## config.mk

```make
export PLATFORM = sky130hd
export DESIGN_NAME = scc_ctrl
export DESIGN_NICKNAME = d
export VERILOG_FILES = /design/src/scc_pkg.sv /design/src/scc_ctrl.sv
export SDC_FILE = /design/constraint.sdc
export NUM_CORES = 1
export LEC_CHECK = 0
export ABC_AREA = 1
export BUFFER_PORTS_ARGS = -buffer_cell sky130_fd_sc_hd__buf_4
export CAP_MARGIN = 20
export CORE_AREA = 5 5 42 44
export CTS_CLUSTER_SIZE = 16
export DETAILED_ROUTE_END_ITERATION = 8
export DIE_AREA = 0 0 47 49
export SYNTH_ARGS = -nofsm -noshare
export SYNTH_HDL_FRONTEND = slang
export SYNTH_SLANG_ARGS = --single-unit
```

## constraint.sdc

```tcl
create_clock -name clk -period 1.9 [get_ports clk]
set_clock_uncertainty 0.15 [all_clocks]
set_input_delay 0.095 -clock clk [delete_from_list [all_inputs] [get_ports clk]]
set_output_delay 0.095 -clock clk [all_outputs]
set_load 0.03 [all_outputs]
```

## src/scc_pkg.sv

```systemverilog
// shared types, constants and palette for the sphere coverage counter
`timescale 1ns / 1ps
package scc_pkg;

	localparam int MAX_POINTS_DEF = 1024;
	localparam int COORD_BITS_DEF = 24;

	localparam int RADIUS_W = 22;
	localparam logic [RADIUS_W-1:0] RADIUS_RST = 22'd1000;

	localparam int COUNT_W = 11;
	localparam int COLOR_W = 8;
	localparam int OUT_W = 40;

	localparam int KIND_W = 2;
	localparam logic [KIND_W-1:0] KIND_CLEAR = 2'd0;
	localparam logic [KIND_W-1:0] KIND_LOAD = 2'd1;
	localparam logic [KIND_W-1:0] KIND_QUERY = 2'd2;

	localparam int SEL_W = 4;
	localparam logic [SEL_W-1:0] PAL_SAT = 4'd9;

	localparam logic [COLOR_W-1:0] C_FULL = 8'd255;
	localparam logic [COLOR_W-1:0] C_HI = 8'd237;
	localparam logic [COLOR_W-1:0] C_ORANGE = 8'd130;
	localparam logic [COLOR_W-1:0] C_AMBER = 8'd213;
	localparam logic [COLOR_W-1:0] C_LIME = 8'd91;
	localparam logic [COLOR_W-1:0] C_AQUA = 8'd174;
	localparam logic [COLOR_W-1:0] C_CYAN = 8'd229;
	localparam logic [COLOR_W-1:0] C_DEEP = 8'd99;
	localparam logic [COLOR_W-1:0] C_NONE = 8'd0;

	typedef struct packed {
		logic clear;
		logic load;
		logic start;
		logic issue;
		logic finish;
	} cmd_t;

	typedef struct packed {
		logic held_zero;
		logic last_idx;
		logic busy;
		logic out_full;
	} sts_t;

	// returns {red, green, blue}
	function automatic logic [3*COLOR_W-1:0] pal_color(input logic [SEL_W-1:0] sel);
		logic [3*COLOR_W-1:0] rgb;
		case (sel)
			4'd0: rgb = {C_FULL, C_FULL, C_FULL};
			4'd1: rgb = {C_HI, C_NONE, C_NONE};
			4'd2: rgb = {C_HI, C_ORANGE, C_NONE};
			4'd3: rgb = {C_HI, C_AMBER, C_NONE};
			4'd4: rgb = {C_LIME, C_HI, C_NONE};
			4'd5: rgb = {C_NONE, C_HI, C_AQUA};
			4'd6: rgb = {C_NONE, C_CYAN, C_HI};
			4'd7: rgb = {C_NONE, C_AQUA, C_HI};
			4'd8: rgb = {C_NONE, C_DEEP, C_HI};
			default: rgb = {C_HI, C_NONE, C_HI};
		endcase
		return rgb;
	endfunction

endpackage

```

## src/scc_ctrl.sv

```systemverilog
// controller state machine for the sphere coverage counter
`timescale 1ns / 1ps
module scc_ctrl (
	input  logic                       clk,
	input  logic                       arst_n,
	input  logic                       s_tvalid,
	output logic                       s_tready,
	input  logic [scc_pkg::KIND_W-1:0] s_tuser,
	input  scc_pkg::sts_t              sts,
	output scc_pkg::cmd_t              cmd
);
	import scc_pkg::*;

	localparam logic [1:0] ST_IDLE = 2'd0;
	localparam logic [1:0] ST_WALK = 2'd1;
	localparam logic [1:0] ST_DRAIN = 2'd2;
	localparam logic [1:0] ST_DONE = 2'd3;

	logic [1:0] state_q;
	logic [1:0] state_nx;
	logic       acc;

	assign s_tready = (state_q == ST_IDLE);
	assign acc = s_tvalid && s_tready;

	always_comb begin
		state_nx = state_q;
		cmd = '0;
		case (state_q)
			ST_IDLE: begin
				cmd.clear = acc && (s_tuser == KIND_CLEAR);
				cmd.load = acc && (s_tuser == KIND_LOAD);
				cmd.start = acc && (s_tuser == KIND_QUERY);
				if (cmd.start) begin
					state_nx = sts.held_zero ? ST_DONE : ST_WALK;
				end
			end
			ST_WALK: begin
				cmd.issue = 1'b1;
				if (sts.last_idx) begin
					state_nx = ST_DRAIN;
				end
			end
			ST_DRAIN: begin
				if (!sts.busy) begin
					state_nx = ST_DONE;
				end
			end
			ST_DONE: begin
				if (!sts.out_full) begin
					cmd.finish = 1'b1;
					state_nx = ST_IDLE;
				end
			end
			default: begin
				state_nx = ST_IDLE;
			end
		endcase
	end

	always_ff @(posedge clk or negedge arst_n) begin
		if (!arst_n) begin
			state_q <= ST_IDLE;
		end else begin
			state_q <= state_nx;
		end
	end

endmodule

```

==> out/metrics.cfg, run 1 <==
[power_and_ir_drop]
ir_drop_uv=305
power.total_mw=0.579
power-per-cell-area_nw_per_um2=1450
power.leakage_nw=0.236

[timing]
period_share_pct=86.8
hold_ws_ps=39.8
hold_viol=0
min_period_ps=1650
grt_setup_unrepaired=no
slew_violations=0
max_slew_margin_pct=88.1
fmaxAchievable_mhz=606
final.setup.tns_ps=0
setup_viol=0
worst_pin_slew_ps=178

[global_routing]
overflow=0
grt_pass1_vias=235
top_usage_layer=met2
met1_usage_pct=3.30
antenna_found_initial=0
grtUsageMet2_pct=8.14
grtUsageTotal_pct=5.28
grt_pass1_wl_um=807
met3_usage_pct=4.43
grt_max_degree=6

[detailed_routing]
avgRoutedWirePerCell_um=7.79
drtAntennaViolNets=0
first_iter_violations=5
drc=0
vias=253
via_per_inst=3.61
wl_um=545
drt-pass1-iter-count=2

[floorplan]
dieHeight_um=49
die_w_um=47
initial_utilization_pct=17.3
dieArea_um2=2300
rows=14
core-area_um2=1400
io_pins=15

[critical_path]
critPathCaptureType=primary output
reg2reg_from=state_q[0]
cp-startpoint=state_q[0]
crit_path_max_fanout=5
cp_slowest_cell=dfrtp_1
worstPathRequired_ps=1650
reg2reg_depth=7
critPathArrivalTime_ps=1400
cp-start-kind=flip-flop
cp_cell_sequence=inv_1 -> ha_1 -> nand2_2 -> nor3_1 -> buf_4
endpoint=cmd[3]
path_class=flip-flop to primary output
reg2reg_to=state_q[1]
cpPeakStageDelay_ps=400
reg2reg_slack_ps=440

[clock_network]
clkLatencyLatePin_ps=230
cts_buffer_depth=2
clkSlewWorstSetupHoldPaths_ps=30
cts_buffers=3
root_buffer=clkbuf_4
htreeDepth=1
clock_sinks=2
cts_tree=yes

[run_status]
status=complete, no violations

[finish]
regArea_um2=50.0
fin_util_pct=28.6
multiInputGateArea_um2=166
reg.largest.list=state_q: 2 flops
fin_nets=69
num_antenna_cells=0
fill_cells=165
largest_reg_flops=2
largest_register=state_q
syn_to_final_growth_pct=64.9
drive_gt1_share_pct=38.9

[yosys]
ys_async_sr_fraction_pct=100
ys_seq_area_share_pct=20.6
synth.ff_latch_count=2
synth.area.top_cells=dfrtp_1 21%, ha_1 21%, nand2_1 19%, inv_1 11%, o21bai_4 7.7%
ys_types=11
syn_nets=49
synth.top_cell.area_share_pct=20.6
syn_avg_cell_area_um2=6.74
synth_top_cells_by_count=12 x nand2_1, 7 x inv_1, 4 x ha_1
yosys_warnings=0
synthCells=36
syn_area_um2=243
yosysMostFrequentCell=nand2_1
netlist.top_cell.by_area=dfrtp_1
synth-main-ff-cell=dfrtp_1
synth_edf_count=0

[job]
max-cap-violations=0

[place]
dpl.hpwl_um=464
globalplace.congestion=0.631
portBuffers=14

[min_path]
hp-class=input pin to asynchronous set/reset pin

cell usage in the layout, fill, tap and decap left out:
cell and n:
nand3_1 2, dlygate4sd3_1 1, or2_1 1, clkbuf_4 3, buf_4 14, nand2_1 12
inv_1 7, ha_1 4, nor2_2 1, nor2_1 2, nor3_1 2, nand2_2 2
dfrtp_1 2, o21bai_4 1
critical path, delay by kind of cell (launching register included):
| family | cells | cell delay (ps) |
|---|---|---|
| flops | 1 | 400 |
| fa+ha+maj | 1 | 240 |
| simple gates | 2 | 260 |
| buf+inv | 2 | 280 |
worst min-delay path by stage:
stage	slack (ps)	from	cells after the start	end
after global routing	60	arst_n	2	state_q[0]
after global placement	-270	arst_n	1	state_q[0]
after CTS	30	arst_n	2	state_q[0]
after floorplan	-350	arst_n	0	state_q[0]
final	40	arst_n	2	state_q[0]
after detailed placement	-270	arst_n	1	state_q[1]
per-layer routing:
layer / up-vias / part of all wire [%]
li1: 145 / -
met1: 103 / 34
met2: 5 / 55
met3: 0 / 11
met4: 0 / 0
met5: - / 0
stage by stage:
| step | instances | cell area (um^2) | setup WS, ps |
|---|---|---|---|
| CTS | 70 | 400 | 219 |
| finish | 70 | 400 | 251 |
| floorplan | 36 | 243 | -38.8 |
| global placement | 66 | 368 | 432 |
| detailed placement | 66 | 368 | 425 |
| global route | 70 | 400 | 83.3 |
what timing repair did:
action	CTS	global route
endpoints found under the hold margin	2	0
hold buffers	1	0
setup buffers	0	0
gates resized for setup	0	0
power breakdown:
part           internal (mW)  total [mW]  switching, mW
Sequential            0.0661      0.0864         0.0203
Combinational          0.166       0.398          0.232
Clock                 0.0697      0.0941         0.0244
Total                  0.302       0.579          0.277
cell type report:
| class | instances | area share [%] |
|---|---|---|
| Clock buffer | 3 | 5.62 |
| Tap cell | 16 | 5.00 |
| Multi-Input combinational cell | 27 | 41.6 |
| Sequential cell | 2 | 12.5 |
| Timing Repair Buffer | 15 | 28.7 |
| Inverter | 7 | 6.56 |
cells by family (layout without fill, tap and decap cells):
family | Yosys count | count (layout) | share of synthesized area (%)
buf+inv | 7 | 25 | 10.8
fa+ha+maj | 4 | 4 | 20.6
flops | 2 | 2 | 20.6
simple gates | 22 | 22 | 40.2
compound gates | 1 | 1 | 7.73
(Power assumes the default switching activity.)
==> run 2, diff against run 1 <==
--- a/config.mk
+++ b/config.mk
@@ -12,6 +12,7 @@
 export CTS_CLUSTER_SIZE = 16
 export DETAILED_ROUTE_END_ITERATION = 8
 export DIE_AREA = 0 0 47 49
+export PLACE_DENSITY = 0.53
 export SYNTH_ARGS = -nofsm -noshare
 export SYNTH_HDL_FRONTEND = slang
 export SYNTH_SLANG_ARGS = --single-unit
==> out/metrics.cfg, run 2 (synthesized netlist as in run 1, its figures left out) <==
[critical_path]
cpPeakStageDelay_ps=410
cp_cell_sequence=inv_1 -> ha_1 -> nand2_2 -> nor3_1 -> buf_4
cp-start-kind=flip-flop
critPathCaptureType=primary output
cp_top_family=flip-flops
critPathArrivalTime_ps=1440
worstPathRequired_ps=1650
path_buf_inv=2
path_class=flip-flop to primary output
crit_path_max_fanout=5
cp_slowest_cell=dfrtp_1

[global_routing]
met3_usage_pct=2.21
grt_pass1_vias=260
grtUsageMet2_pct=9.50
grt_max_degree=6
overflow=0
grt_pass1_wl_um=952
met1_usage_pct=5.70
grtUsageTotal_pct=6.05
top_usage_layer=met2
antenna_found_initial=0

[run_status]
status=complete, no violations

[place]
globalplace.congestion=0.639
portBuffers=14
dpl.hpwl_um=477
dpl.cell_count=66
place_ws_ps=411
place_area_um2=368

[finish]
regArea_um2=50.0
largest_register=state_q
largest_reg_flops=2
reg.largest.list=state_q: 2 flops
stdcell_count=70
final_cell_mix=14 x buf_4, 12 x nand2_1, 7 x inv_1, 4 x ha_1, 3 x clkbuf_4
multiInputGateArea_um2=166
fin_nets=69
num_antenna_cells=0
drive_gt1_share_pct=38.9
syn_to_final_growth_pct=64.9
final_common_cell=buf_4
fill_cells=166
final_area_um2=400

[floorplan]
dieArea_um2=2300
io_pins=15
core-area_um2=1400
dieHeight_um=49
initial_utilization_pct=17.3
die_w_um=47
rows=14

[timing]
slew_violations=0
fin_ws_ps=216
setup_viol=0
worst_pin_slew_ps=186
grt_setup_unrepaired=no
fmaxAchievable_mhz=594
hold_viol=0
period_share_pct=88.7
min_period_ps=1680
final.setup.tns_ps=0
max_slew_margin_pct=87.6

[power_and_ir_drop]
p_sw_share_pct=48.1
seqPwrFrac_pct=15.3
p_int_mw=0.304
ir_drop_uv=376
power.leakage_nw=0.236
power_switching_mw=0.281
p_clk_share_pct=16.1
p_comb_share_pct=68.6
power-per-cell-area_nw_per_um2=1460

[clock_network]
cts_buffers=3
cts_tree=yes
cts_buffer_depth=2
root_buffer=clkbuf_4
post_cts_buffers=0
clkSlewWorstSetupHoldPaths_ps=30
htreeDepth=1
clkLatencyLatePin_ps=220
clock_sinks=2

[detailed_routing]
via_per_inst=3.81
drt-pass1-iter-count=4
first_iter_violations=5
avgRoutedWirePerCell_um=7.96
drtAntennaViolNets=0
drc=0
wl_um=557
vias=267

[min_path]
hp-class=input pin to asynchronous set/reset pin

[job]
max-cap-violations=0

-- run 2: cell counts in the layout (fill, tap and decap cells not counted) --
No cell type changed its count.
-- run 2: timing repair --
item | 4_1_cts | 5_1_grt
resized for setup | 0 | 0
hold buffers | 1 | 0
endpoints found under the hold margin | 2 | 0
-- run 2: cell type report --
type / instances / area share (%)
well taps: 16 / 5.00
clock buffers: 3 / 5.62
repair buffers: 15 / 28.7
flip-flops and latches: 2 / 12.5
multi-input cells: 27 / 41.6
inverters: 7 / 6.56
-- run 2: power groups by stage --
stage	clock network, mW	logic (mW)	registers, mW
after CTS	0.0991	0.406	0.0903
after global routing	0.0997	0.446	0.0962
after detailed placement	0	0.402	0.0907
after floorplan	0	0.305	0.0839
after global placement	0	0.402	0.0904
final	0.0943	0.401	0.0896
-- run 2: metrics by stage --
stage	power [mW]	hold slack (ps)	utilization (%)
2_1_floorplan	0.389	-351	-
3_3_place_gp	0.492	-271	26.3
3_5_place_dp	0.493	-270	26.3
4_1_cts	0.596	32.1	28.6
5_1_grt	0.642	54.8	28.6
6_report	0.585	40.1	28.6
-- run 2: layer usage --
| layer | part of all wire, % | up-vias |
|---|---|---|
| li1 | - | 145 |
| met1 | 37 | 111 |
| met2 | 50 | 9 |
| met3 | 9.5 | 2 |
| met4 | 3.1 | 0 |
| met5 | 0 | - |
-- run 2: worst paths after layout --
kind,startpoint,to,slack [ps],depth (start not counted)
setup / recovery,state_q[0],cmd[4],220,5
hold / removal,arst_n,state_q[1],40,2
setup reg to reg,state_q[0],state_q[0],420,7
hold reg to reg,state_q[1],state_q[1],370,2
max in group asynchronous,arst_n,state_q[0],1470,2
min in group clk,sts[3],state_q[1],50,5
